--- src/rtl/core/bivariate_moment_merge_assert.svh ---
// ---------------------------------------------------------------------------
// Bivariate moment merge: assertion macros
// Concurrent assertion wrappers used by the datapath RTL of the block.
// ---------------------------------------------------------------------------
`ifndef BIVARIATE_MOMENT_MERGE_ASSERT_SVH
`define BIVARIATE_MOMENT_MERGE_ASSERT_SVH
`ifndef ASSERT_OFF
`define BMM_ASSERT_IMP(lbl, ante, cons) \
  lbl: assert property (@(posedge clk) disable iff (!rst_n) (ante) |-> (cons)) \
    else $error("bivariate_moment_merge: assertion failed");
`define BMM_ASSERT_NXT(lbl, ante, cons) \
  lbl: assert property (@(posedge clk) disable iff (!rst_n) (ante) |=> (cons)) \
    else $error("bivariate_moment_merge: assertion failed");
`else
`define BMM_ASSERT_IMP(lbl, ante, cons)
`define BMM_ASSERT_NXT(lbl, ante, cons)
`endif
`endif

--- src/rtl/core/bmm_pkg.sv ---
// ---------------------------------------------------------------------------
// Bivariate moment merge package
// Payload types, controller/datapath interface types and job codes.
// ---------------------------------------------------------------------------
package bmm_pkg;

  typedef struct packed {
    logic               first_part;
    logic               last_part;
    logic [23:0]        part_count;
    logic signed [31:0] part_mean_x;
    logic signed [31:0] part_mean_y;
    logic [47:0]        part_m2_x;
    logic [47:0]        part_m2_y;
    logic signed [47:0] part_m_xy;
  } bmm_in_t;

  typedef struct packed {
    logic [31:0]        total_count;
    logic signed [31:0] mean_x;
    logic signed [31:0] mean_y;
    logic [47:0]        m2_x;
    logic [47:0]        m2_y;
    logic signed [47:0] m_xy;
    logic               saturated;
  } bmm_out_t;

  typedef enum logic [3:0] {
    JOB_X   = 4'd0,
    JOB_SQX = 4'd1,
    JOB_PX  = 4'd2,
    JOB_DX  = 4'd3,
    JOB_XY  = 4'd4,
    JOB_PXY = 4'd5,
    JOB_DXY = 4'd6,
    JOB_SQY = 4'd7,
    JOB_PY  = 4'd8,
    JOB_DY  = 4'd9,
    JOB_MX  = 4'd10,
    JOB_QX  = 4'd11,
    JOB_MY  = 4'd12,
    JOB_QY  = 4'd13
  } bmm_job_t;

  localparam int unsigned MulSteps = 64;
  localparam int unsigned DivSteps = 128;

  typedef struct packed {
    logic     capture;
    logic     init;
    logic     step;
    logic     wb;
    logic     commit;
    bmm_job_t job;
  } bmm_cmd_t;

  typedef struct packed {
    logic bypass;
    logic out_blocked;
  } bmm_sts_t;

  function automatic logic job_is_div(bmm_job_t job);
    return (job == JOB_DX) || (job == JOB_DXY) || (job == JOB_DY) ||
           (job == JOB_QX) || (job == JOB_QY);
  endfunction

endpackage

--- src/rtl/core/bivariate_moment_merge.sv ---
// ---------------------------------------------------------------------------
// Bivariate moment merge
// Merges partial count/mean/moment summaries into one running aggregate.
// ---------------------------------------------------------------------------
// One part is taken at a time. A first part, or a merge whose new total count
// is zero, skips the jobs and goes straight to commit. A full merge runs nine
// shift-add multiplications and five restoring divisions, all on one shared
// multiplier and one shared divider, each job with a set-up and a write-back
// state. The aggregate is presented on the output transaction of a part that
// carries last_part; a pending result is held in an output register while
// the next part is already being worked on.
module bivariate_moment_merge
  import bmm_pkg::*;
#(
  parameter int unsigned FRAC_BITS = 16
) (
  input  logic     clk,
  input  logic     rst_n,
  input  logic     in_valid,
  output logic     in_ready,
  input  bmm_in_t  in_data,
  output logic     out_valid,
  input  logic     out_ready,
  output bmm_out_t out_data
);

  bmm_cmd_t cmd;
  bmm_sts_t sts;

  bmm_ctrl u_ctrl (
    .clk      (clk),
    .rst_n    (rst_n),
    .in_valid (in_valid),
    .in_ready (in_ready),
    .sts      (sts),
    .cmd      (cmd)
  );

  bmm_dp #(
    .FRAC_BITS (FRAC_BITS)
  ) u_dp (
    .clk       (clk),
    .rst_n     (rst_n),
    .in_data   (in_data),
    .cmd       (cmd),
    .sts       (sts),
    .out_valid (out_valid),
    .out_ready (out_ready),
    .out_data  (out_data)
  );

endmodule

--- src/rtl/core/bmm_ctrl.sv ---
// ---------------------------------------------------------------------------
// Bivariate moment merge controller
// Sequences the multiply and divide jobs of one merge and the final commit.
// ---------------------------------------------------------------------------
module bmm_ctrl
  import bmm_pkg::*;
(
  input  logic     clk,
  input  logic     rst_n,
  input  logic     in_valid,
  output logic     in_ready,
  input  bmm_sts_t sts,
  output bmm_cmd_t cmd
);

  typedef enum logic [4:0] {
    S_IDLE   = 5'b00001,
    S_INIT   = 5'b00010,
    S_RUN    = 5'b00100,
    S_WB     = 5'b01000,
    S_COMMIT = 5'b10000
  } state_t;

  state_t   state_r, state_nxt;
  bmm_job_t job_r, job_nxt;
  logic [6:0] cnt_r, cnt_nxt;
  logic [6:0] cnt_last;

  assign in_ready = (state_r == S_IDLE);
  assign cnt_last = job_is_div(job_r) ? 7'(DivSteps - 1) : 7'(MulSteps - 1);

  always_comb begin
    state_nxt   = state_r;
    job_nxt     = job_r;
    cnt_nxt     = cnt_r;
    cmd         = '0;
    cmd.job     = job_r;
    unique case (state_r)
      S_IDLE: begin
        if (in_valid) begin
          cmd.capture = 1'b1;
          job_nxt     = JOB_X;
          state_nxt   = S_INIT;
        end
      end
      S_INIT: begin
        if (sts.bypass) begin
          state_nxt = S_COMMIT;
        end else begin
          cmd.init  = 1'b1;
          cnt_nxt   = '0;
          state_nxt = S_RUN;
        end
      end
      S_RUN: begin
        cmd.step = 1'b1;
        cnt_nxt  = cnt_r + 7'd1;
        if (cnt_r == cnt_last) begin
          state_nxt = S_WB;
        end
      end
      S_WB: begin
        cmd.wb = 1'b1;
        if (job_r == JOB_QY) begin
          state_nxt = S_COMMIT;
        end else begin
          job_nxt   = bmm_job_t'(job_r + 4'd1);
          state_nxt = S_INIT;
        end
      end
      S_COMMIT: begin
        if (!sts.out_blocked) begin
          cmd.commit = 1'b1;
          state_nxt  = S_IDLE;
        end
      end
      default: state_nxt = S_IDLE;
    endcase
  end

  always_ff @(posedge clk) begin
    if (!rst_n) begin
      state_r <= S_IDLE;
      job_r   <= JOB_X;
      cnt_r   <= '0;
    end else begin
      state_r <= state_nxt;
      job_r   <= job_nxt;
      cnt_r   <= cnt_nxt;
    end
  end

endmodule

--- src/rtl/core/bmm_dp.sv ---
// ---------------------------------------------------------------------------
// Bivariate moment merge datapath
// Aggregate registers, shift-add multiplier, restoring divider and commit.
// ---------------------------------------------------------------------------
module bmm_dp
  import bmm_pkg::*;
#(
  parameter int unsigned FRAC_BITS = 16
) (
  input  logic     clk,
  input  logic     rst_n,
  input  bmm_in_t  in_data,
  input  bmm_cmd_t cmd,
  output bmm_sts_t sts,
  output logic     out_valid,
  input  logic     out_ready,
  output bmm_out_t out_data
);
  `include "bivariate_moment_merge_assert.svh"

  localparam logic [49:0] TermCap = 50'h2_0000_0000_0000;
  localparam logic signed [50:0] SMax = 51'sh0_7FFF_FFFF_FFFF;
  localparam logic signed [50:0] SMin = -51'sh0_8000_0000_0000;

  bmm_in_t in_r;
  logic [31:0] agg_count_r;
  logic signed [31:0] agg_mean_x_r, agg_mean_y_r;
  logic [47:0] agg_m2_x_r, agg_m2_y_r;
  logic signed [47:0] agg_m_xy_r;
  logic sat_r;
  logic [32:0] n_r;
  logic [31:0] mdx_r, mdy_r;
  logic sdx_r, sdy_r;
  logic [55:0] x_r;
  logic [63:0] y_r;
  logic [127:0] acc_r, ma_r, dq_r;
  logic [63:0] mb_r;
  logic [33:0] rem_r;
  logic [49:0] tx_r, ty_r, txy_r;
  logic [31:0] qx_r, qy_r;
  logic out_valid_r;
  bmm_out_t out_data_r;

  logic signed [32:0] dx, dy;
  logic [32:0] n_cap;
  logic [63:0] op_a, op_b;
  logic [34:0] rem_sh, rem_sub;
  logic rem_ge;
  logic [49:0] q_cap;
  logic [50:0] m2x_sum, m2y_sum;
  logic signed [50:0] mxy_sum, mxy_term;
  logic signed [32:0] mx_new, my_new;
  bmm_out_t res;
  logic sat_nxt;

  assign dx = {in_data.part_mean_x[31], in_data.part_mean_x} - {agg_mean_x_r[31], agg_mean_x_r};
  assign dy = {in_data.part_mean_y[31], in_data.part_mean_y} - {agg_mean_y_r[31], agg_mean_y_r};
  assign n_cap = {1'b0, agg_count_r} + {9'b0, in_data.part_count};

  assign sts.bypass = in_r.first_part || (n_r == '0);
  assign sts.out_blocked = in_r.last_part && out_valid_r && !out_ready;

  always_comb begin
    op_a = '0;
    op_b = '0;
    unique case (cmd.job)
      JOB_X: begin
        op_a = {32'b0, agg_count_r};
        op_b = {40'b0, in_r.part_count};
      end
      JOB_SQX: begin
        op_a = {32'b0, mdx_r};
        op_b = {32'b0, mdx_r};
      end
      JOB_XY: begin
        op_a = {32'b0, mdx_r};
        op_b = {32'b0, mdy_r};
      end
      JOB_SQY: begin
        op_a = {32'b0, mdy_r};
        op_b = {32'b0, mdy_r};
      end
      JOB_MX: begin
        op_a = {40'b0, in_r.part_count};
        op_b = {32'b0, mdx_r};
      end
      JOB_MY: begin
        op_a = {40'b0, in_r.part_count};
        op_b = {32'b0, mdy_r};
      end
      default: begin
        op_a = {8'b0, x_r};
        op_b = y_r;
      end
    endcase
  end

  assign rem_sh  = {rem_r, dq_r[127]};
  assign rem_ge  = rem_sh >= {2'b0, n_r};
  assign rem_sub = rem_sh - {2'b0, n_r};
  assign q_cap   = ((|dq_r[127:50]) || (dq_r[49] && (|dq_r[48:0]))) ? TermCap : dq_r[49:0];

  always_comb begin
    m2x_sum  = {3'b0, agg_m2_x_r} + {3'b0, in_r.part_m2_x} + {1'b0, tx_r};
    m2y_sum  = {3'b0, agg_m2_y_r} + {3'b0, in_r.part_m2_y} + {1'b0, ty_r};
    mxy_term = (sdx_r != sdy_r) ? -$signed({1'b0, txy_r}) : $signed({1'b0, txy_r});
    mxy_sum  = $signed({{3{agg_m_xy_r[47]}}, agg_m_xy_r})
             + $signed({{3{in_r.part_m_xy[47]}}, in_r.part_m_xy}) + mxy_term;
    mx_new   = sdx_r ? ({agg_mean_x_r[31], agg_mean_x_r} - $signed({1'b0, qx_r}))
                     : ({agg_mean_x_r[31], agg_mean_x_r} + $signed({1'b0, qx_r}));
    my_new   = sdy_r ? ({agg_mean_y_r[31], agg_mean_y_r} - $signed({1'b0, qy_r}))
                     : ({agg_mean_y_r[31], agg_mean_y_r} + $signed({1'b0, qy_r}));
    res      = '0;
    sat_nxt  = sat_r;
    priority if (in_r.first_part) begin
      res.total_count = {8'b0, in_r.part_count};
      res.mean_x      = in_r.part_mean_x;
      res.mean_y      = in_r.part_mean_y;
      res.m2_x        = in_r.part_m2_x;
      res.m2_y        = in_r.part_m2_y;
      res.m_xy        = in_r.part_m_xy;
      sat_nxt         = 1'b0;
    end else if (n_r == '0) begin
      res.total_count = agg_count_r;
      res.mean_x      = agg_mean_x_r;
      res.mean_y      = agg_mean_y_r;
      res.m2_x        = agg_m2_x_r;
      res.m2_y        = agg_m2_y_r;
      res.m_xy        = agg_m_xy_r;
    end else begin
      res.total_count = n_r[32] ? '1 : n_r[31:0];
      res.mean_x      = mx_new[31:0];
      res.mean_y      = my_new[31:0];
      res.m2_x        = (m2x_sum[50:48] != '0) ? '1 : m2x_sum[47:0];
      res.m2_y        = (m2y_sum[50:48] != '0) ? '1 : m2y_sum[47:0];
      if (mxy_sum > SMax) begin
        res.m_xy = SMax[47:0];
      end else if (mxy_sum < SMin) begin
        res.m_xy = SMin[47:0];
      end else begin
        res.m_xy = mxy_sum[47:0];
      end
      sat_nxt = sat_r || n_r[32] || (m2x_sum[50:48] != '0) || (m2y_sum[50:48] != '0) ||
                (mxy_sum > SMax) || (mxy_sum < SMin);
    end
    res.saturated = sat_nxt;
  end

  always_ff @(posedge clk) begin
    if (!rst_n) begin
      agg_count_r  <= '0;
      agg_mean_x_r <= '0;
      agg_mean_y_r <= '0;
      agg_m2_x_r   <= '0;
      agg_m2_y_r   <= '0;
      agg_m_xy_r   <= '0;
      sat_r        <= 1'b0;
      out_valid_r  <= 1'b0;
    end else begin
      if (out_valid_r && out_ready) begin
        out_valid_r <= 1'b0;
      end
      if (cmd.commit) begin
        agg_count_r  <= res.total_count;
        agg_mean_x_r <= res.mean_x;
        agg_mean_y_r <= res.mean_y;
        agg_m2_x_r   <= res.m2_x;
        agg_m2_y_r   <= res.m2_y;
        agg_m_xy_r   <= res.m_xy;
        sat_r        <= sat_nxt;
        if (in_r.last_part) begin
          out_valid_r <= 1'b1;
        end
      end
    end
  end

  always_ff @(posedge clk) begin
    if (cmd.commit && in_r.last_part) begin
      out_data_r <= res;
    end
    if (cmd.capture) begin
      in_r  <= in_data;
      n_r   <= n_cap;
      sdx_r <= dx[32];
      sdy_r <= dy[32];
      mdx_r <= dx[32] ? 32'(-dx) : dx[31:0];
      mdy_r <= dy[32] ? 32'(-dy) : dy[31:0];
    end
    if (cmd.init) begin
      if (job_is_div(cmd.job)) begin
        rem_r <= '0;
        if ((cmd.job == JOB_QX) || (cmd.job == JOB_QY)) begin
          dq_r <= acc_r;
        end else begin
          dq_r <= acc_r >> FRAC_BITS;
        end
      end else begin
        acc_r <= '0;
        ma_r  <= {64'b0, op_a};
        mb_r  <= op_b;
      end
    end
    if (cmd.step) begin
      if (job_is_div(cmd.job)) begin
        rem_r <= rem_ge ? rem_sub[33:0] : rem_sh[33:0];
        dq_r  <= {dq_r[126:0], rem_ge};
      end else begin
        if (mb_r[0]) begin
          acc_r <= acc_r + ma_r;
        end
        ma_r <= {ma_r[126:0], 1'b0};
        mb_r <= {1'b0, mb_r[63:1]};
      end
    end
    if (cmd.wb) begin
      unique case (cmd.job)
        JOB_X:   x_r   <= acc_r[55:0];
        JOB_SQX: y_r   <= acc_r[63:0];
        JOB_XY:  y_r   <= acc_r[63:0];
        JOB_SQY: y_r   <= acc_r[63:0];
        JOB_DX:  tx_r  <= q_cap;
        JOB_DXY: txy_r <= q_cap;
        JOB_DY:  ty_r  <= q_cap;
        JOB_QX:  qx_r  <= dq_r[31:0];
        JOB_QY:  qy_r  <= dq_r[31:0];
        default: ;
      endcase
    end
  end

  assign out_valid = out_valid_r;
  assign out_data  = out_data_r;

  `BMM_ASSERT_IMP(a_rem_below_divisor, cmd.step && job_is_div(cmd.job), rem_r < n_r)
  `BMM_ASSERT_IMP(a_mean_step_bounded, cmd.commit && !sts.bypass, (qx_r <= mdx_r) && (qy_r <= mdy_r))
  `BMM_ASSERT_NXT(a_count_sat_flags, cmd.commit && !sts.bypass && n_r[32], sat_r)

endmodule

--- config.mk ---
export PLATFORM = sky130hd
export DESIGN_NAME = bivariate_moment_merge
export DESIGN_NICKNAME = d
export VERILOG_FILES = /design/src/rtl/core/bmm_pkg.sv /design/src/rtl/core/bivariate_moment_merge.sv /design/src/rtl/core/bmm_ctrl.sv /design/src/rtl/core/bmm_dp.sv
export VERILOG_INCLUDE_DIRS = /design/src /design/src/rtl/core
export SDC_FILE = /design/constraint.sdc
export NUM_CORES = 2
export LEC_CHECK = 0
export ABC_AREA = 1
export ABC_CLOCK_PERIOD_IN_PS = 20100
export BUFFER_PORTS_ARGS = -buffer_cell sky130_fd_sc_hd__buf_2
export CORE_ASPECT_RATIO = 1.1
export CORE_UTILIZATION = 27
export CTS_CLUSTER_SIZE = 16
export DETAILED_ROUTE_END_ITERATION = 8
export PLACE_DENSITY = 0.38
export SLEW_MARGIN = 0
export SYNTH_ARGS = -nofsm -noshare
export SYNTH_HDL_FRONTEND = slang
export SYNTH_SLANG_ARGS = --single-unit
export TNS_END_PERCENT = 50
--- constraint.sdc ---
create_clock -name clk -period 20.1 [get_ports clk]
set_clock_uncertainty 0.15 [all_clocks]
set_input_delay 2.01 -clock clk [delete_from_list [all_inputs] [get_ports clk]]
set_output_delay 2.01 -clock clk [all_outputs]
set_load 0.005 [all_outputs]
==> impl_results.rst <==
.. list-table::
   :header-rows: 1

   * - Metric
     - Value
   * - Final worst setup slack
     - 12.48 ns
   * - Largest net degree at the start of global routing
     - 187
   * - Total number of nets in the final design
     - 16,100
   * - Endpoints failing setup
     - 0
   * - Syn. warnings
     - 0
   * - Kind of cell with the highest combined delay on the critical path
     - simple AND/OR/NAND/NOR gates
   * - Setup repair after global routing missed its margin
     - no
   * - Via Count
     - 104,000
   * - Clk slew on worst S/H paths
     - 0.06 ns
   * - Sort of element at the end of the critical path
     - flop
   * - Post-synthesis net count
     - 15,700
   * - Worst r2r dst
     - u_dp.out_data[36]$_DFFE_PP_
   * - Beginning of the worst hold path
     - u_dp.y_r[43]$_DFFE_PP_
   * - Worst reg2reg startpoint
     - u_dp.sdy_r$_DFFE_PP_
   * - R2r worst-path depth
     - 22
   * - Register-to-Register Setup Slack
     - 12.48 ns
   * - Nature of the critical path startpoint
     - flop
   * - Die extent in x
     - 609 um
   * - Setup bufs post-CTS
     - 0
   * - Global-route wire length before repair
     - 735,000 um
   * - Via count of the first global-routing pass
     - 103,000
   * - Area occupied by multi-input gates
     - 57,900 um2
   * - Top FF cell, synth
     - sky130_fd_sc_hd__edfxtp_1
   * - Port Buffers
     - 480
   * - Hold WC Path Type
     - reg2reg
   * - Final Max Slew Viols
     - 0
   * - Placed Instances
     - 20,300
   * - Cells on Worst Hold Path
     - 2
   * - Routability-driven placement congestion ratio
     - 0.950
   * - Async S/R FF share, synth
     - 0%
   * - Root Buffer Master
     - sky130_fd_sc_hd__clkbuf_16
   * - Y dimension of the die
     - 670 um
   * - Synth-to-Final Area Change
     - 13.9%
   * - Post-Syn Area
     - 109,000 um2
   * - Total number of placement rows
     - 244
   * - End point of the most critical hold path
     - u_dp.mb_r[43]$_DFF_P_
   * - Mean cell area of the mapped netlist
     - 7.37 um2
   * - Number of enable flip-flop cells after synthesis
     - 908
   * - Slew margin rel.
     - 11.7%
   * - Non-filler cells in the finished layout
     - 20,700
   * - Outcome
     - finished, final reports clean
   * - Critical path arrival
     - 8.14 ns
   * - Area of the core region
     - 402,000 um2
   * - DRT Pass-1 Iters
     - 6
   * - Number of buffers inserted by hold repair at cts
     - 0
   * - Peak supply drop
     - 64.4 uV
   * - PwrDens
     - 103 nW/um2
   * - Final clock period utilization by the worst path
     - 37.9%
   * - Most prevalent standard cell on the critical path
     - sky130_fd_sc_hd__nand2_1
   * - Total routing usage reported by global routing
     - 24.3%
   * - Half-perimeter wire length of the detailed placement result
     - 408,000 um
   * - Residual antenna-violating net count after detailed routing
     - 0
   * - Delay of the slowest cell on the worst path
     - 1.16 ns
   * - Via density per instance
     - 5.03
   * - Clock buffer count from CTS
     - 206
   * - Post-detailed-route wirelength per cell
     - 24.9 um
   * - Final standard cell utilization of the core
     - 31.0%
   * - Count of fill cells added during filler insertion
     - 44,300
   * - Total Die Area
     - 408,000 um2
   * - Setup_tns
     - 0 ns
   * - Insertion delay of the later-clocked pin in the worst-skew pair
     - 0.97 ns
   * - Starting density of the core
     - 27.2%
   * - Highest fanout seen on the critical path
     - 34
   * - Gr ovfl total
     - 0
   * - Seq cells post-synth
     - 1,648
   * - # resized after CTS
     - 0
   * - Hold Violations, Final
     - 0
   * - Count of distinct cell types in the synthesized netlist
     - 68
   * - Initial antenna violation count
     - 46
   * - Count of routing violations after the opening detailed-route iteration
     - 7,935
   * - Post-route minimum period
     - 7.62 ns
   * - Total wire length after detailed routing
     - 514,000 um
   * - Leakage
     - 0.0527 uW
   * - Dpl ws
     - 12.44 ns
   * - Fraction of layout cells with a size suffix above 1
     - 7.19%
   * - Max-Cap Viols
     - 0
   * - Area share of the largest cell type after synthesis
     - 24.9%
   * - Cell at the slowest stage of the critical path
     - sky130_fd_sc_hd__inv_1
   * - Max frequency
     - 131 MHz
   * - Io pins
     - 481
   * - Number of buffers and inverters on the critical path
     - 3
   * - Ordered list of cells on the worst path
     - inv_1 -> nand2_1 -> nand2_1 -> inv_1 -> o21ai_0 -> xnor2_1 -> ha_1 -> nand2_1 -> o21ai_0 -> a21oi_1 -> nand2_1 -> nand2_1 -> nand3_1 -> nand2_1 -> nand2_1 -> nor2_2 -> nor2_2 -> nor2_4 -> buf_4 -> nand2_1 -> nand2_1 -> nand2_1
   * - Data required time at the worst endpoint
     - 20.62 ns
   * - Cell type with the highest aggregate area in the netlist
     - sky130_fd_sc_hd__edfxtp_1
   * - Maximum level of the CTS H-tree
     - 4
   * - CTS tree
     - yes
   * - Fraction of the yosys area taken by sequential cells
     - 38.4%
   * - Count of mapped cells out of synthesis
     - 14,900
   * - Number of DRC violations after detailed routing
     - 0
   * - Maximum count of clock buffers along a single path
     - 4
   * - Slew @ Worst Pin
     - 1.31 ns
   * - Top cells by area, synth
     - sky130_fd_sc_hd__edfxtp_1 (25%), sky130_fd_sc_hd__dfxtp_1 (14%), sky130_fd_sc_hd__nand2_1 (11%), sky130_fd_sc_hd__inv_1 (7.0%), sky130_fd_sc_hd__ha_1 (7.0%)
   * - Number of sinks driven by the clock tree
     - 1,648
   * - Total area of sequential cells
     - 42,100 um2
   * - Worst Setup Path Type
     - reg2reg
   * - Worst Hold Slack
     - 0.226 ns
==> kinds of logic (layout without fill, tap and decap cells) <==
logic type      Yosys count  after routing  synth area share (%)
xor+xnor                572            572                  4.62
flops                  1648           1648                  38.4
other cells               0              8                     0
fa+ha+maj               625            625                  7.23
buf+inv                2525           3058                  8.82
compound gates         3254           3254                  17.5
simple gates           6232           6232                  23.4
==> stage by stage <==
step                      area [um2]  power [uW]
final                         125000       12800
after global routing          125000       13500
after CTS                     125000       12900
after detailed placement      118000        8970
after global placement        118000        9000
after floorplan               109000        7280
==> where the power goes <==
part           internal (uW)  total [uW]  switching (uW)  leakage, uW
logic                   1270        4220            2950       0.0350
clock network           2200        3870            1660      0.00333
registers               4160        4720             559       0.0143
total                   7630       12800            5170       0.0527
==> synth_stat cells, drive strengths merged (197+ instances only) <==
master,instances
edfxtp,908
o21ai,1104
ha,612
dfxtp,740
clkbuf,338
o211ai,221
o221ai,215
nand3,772
a21oi,1064
nand2,3349
xor2,375
xnor2,197
nor2,1624
inv,2083
==> final cells by class <==
type / instances / share of cell area [%]
Multi-Input combinational cell: 10700 / 46.5
Clock buffer: 277 / 4.59
Tap cell: 5289 / 5.31
Clock inverter: 107 / 0.928
Antenna cell: 8 / 0.0161
Inverter: 2084 / 6.31
Timing Repair Buffer: 590 / 2.62
Sequential cell: 1648 / 33.8
==> tightest hold or removal path, delay by kind of cell (launching register included) <==
family | cells | cell delay (ns)
flip-flops | 1 | 0.32
AND/OR/NAND/NOR | 2 | 0.10
==> sequential cells by signal, indices dropped and copies added (netlist names), 7 cells and up <==
register	cells
u_dp.txy_r	50
u_dp.agg_mean_y_r	32
u_dp.mdy_r	32
u_dp.mb_r	64
u_dp.agg_m2_y_r	48
u_dp.agg_m_xy_r	48
u_dp.dq_r	128
u_dp.out_data	241
u_dp.agg_mean_x_r	32
u_dp.ty_r	50
u_dp.qx_r	32
u_dp.ma_r	128
u_dp.acc_r	128
u_dp.y_r	64
u_dp.agg_m2_x_r	48
u_dp.x_r	56
u_dp.rem_r	34
u_dp.n_r	33
u_dp.agg_count_r	32
u_dp.qy_r	32
u_dp.mdx_r	32
u_dp.tx_r	50
u_ctrl.cnt_r	7
u_dp.in_r	234
==> cell usage in the layout, fill, tap and decap left out, types with 19 or more instances in the layout <==
cell                           n
sky130_fd_sc_hd__a211oi_1     25
sky130_fd_sc_hd__a21boi_0     31
sky130_fd_sc_hd__a21o_1       73
sky130_fd_sc_hd__a21oi_1    1055
sky130_fd_sc_hd__a221oi_1     38
sky130_fd_sc_hd__a22oi_1      42
sky130_fd_sc_hd__a31oi_1     122
sky130_fd_sc_hd__buf_2       480
sky130_fd_sc_hd__buf_4       107
sky130_fd_sc_hd__clkbuf_1     47
sky130_fd_sc_hd__clkbuf_16   211
sky130_fd_sc_hd__clkbuf_8     19
sky130_fd_sc_hd__clkinv_2     39
sky130_fd_sc_hd__dfxtp_1     740
sky130_fd_sc_hd__edfxtp_1    908
sky130_fd_sc_hd__ha_1        612
sky130_fd_sc_hd__inv_1      2043
sky130_fd_sc_hd__inv_2        34
sky130_fd_sc_hd__nand2_1    3328
sky130_fd_sc_hd__nand3_1     761
sky130_fd_sc_hd__nand3b_1     26
sky130_fd_sc_hd__nand4_1     130
sky130_fd_sc_hd__nor2_1     1591
sky130_fd_sc_hd__nor2_2       19
sky130_fd_sc_hd__nor3_1      157
sky130_fd_sc_hd__nor4_1       82
sky130_fd_sc_hd__o211ai_1    221
sky130_fd_sc_hd__o21a_1       37
sky130_fd_sc_hd__o21ai_0    1021
sky130_fd_sc_hd__o21ai_1      80
sky130_fd_sc_hd__o21bai_1     80
sky130_fd_sc_hd__o221ai_1    215
sky130_fd_sc_hd__o22ai_1     144
sky130_fd_sc_hd__or2_2        45
sky130_fd_sc_hd__xnor2_1     193
sky130_fd_sc_hd__xor2_1      373
==> per-layer routing <==
layer | wire (um) | share of wire (%) | global-route usage, %
met2 | 251000 | 49 | 42.9
met3 | 20700 | 4.0 | 2.49
met4 | 15100 | 2.9 | 6.49
met5 | 47 | 0.0091 | 0
met1 | 227000 | 44 | 31.3
==> worst max-delay path by stage <==
stage,depth (start not counted),slack (ns),startpoint,end
final,22,12.48,u_dp.sdy_r$_DFFE_PP_,u_dp.out_data[36]$_DFFE_PP_
after CTS,24,12.38,u_dp.sdy_r$_DFFE_PP_,u_dp.agg_m_xy_r[17]$_SDFFE_PN0P_
after floorplan,2,3.15,in_valid,u_dp.in_r[0]$_DFFE_PP_
after detailed placement,24,12.44,u_dp.sdy_r$_DFFE_PP_,u_dp.agg_m_xy_r[17]$_SDFFE_PN0P_
after global placement,24,12.42,u_dp.sdy_r$_DFFE_PP_,u_dp.agg_m_xy_r[42]$_SDFFE_PN0P_
after global routing,24,11.79,u_dp.sdy_r$_DFFE_PP_,u_dp.agg_m_xy_r[31]$_SDFFE_PN0P_
No activity file was read; power rests on OpenSTA's default activity.
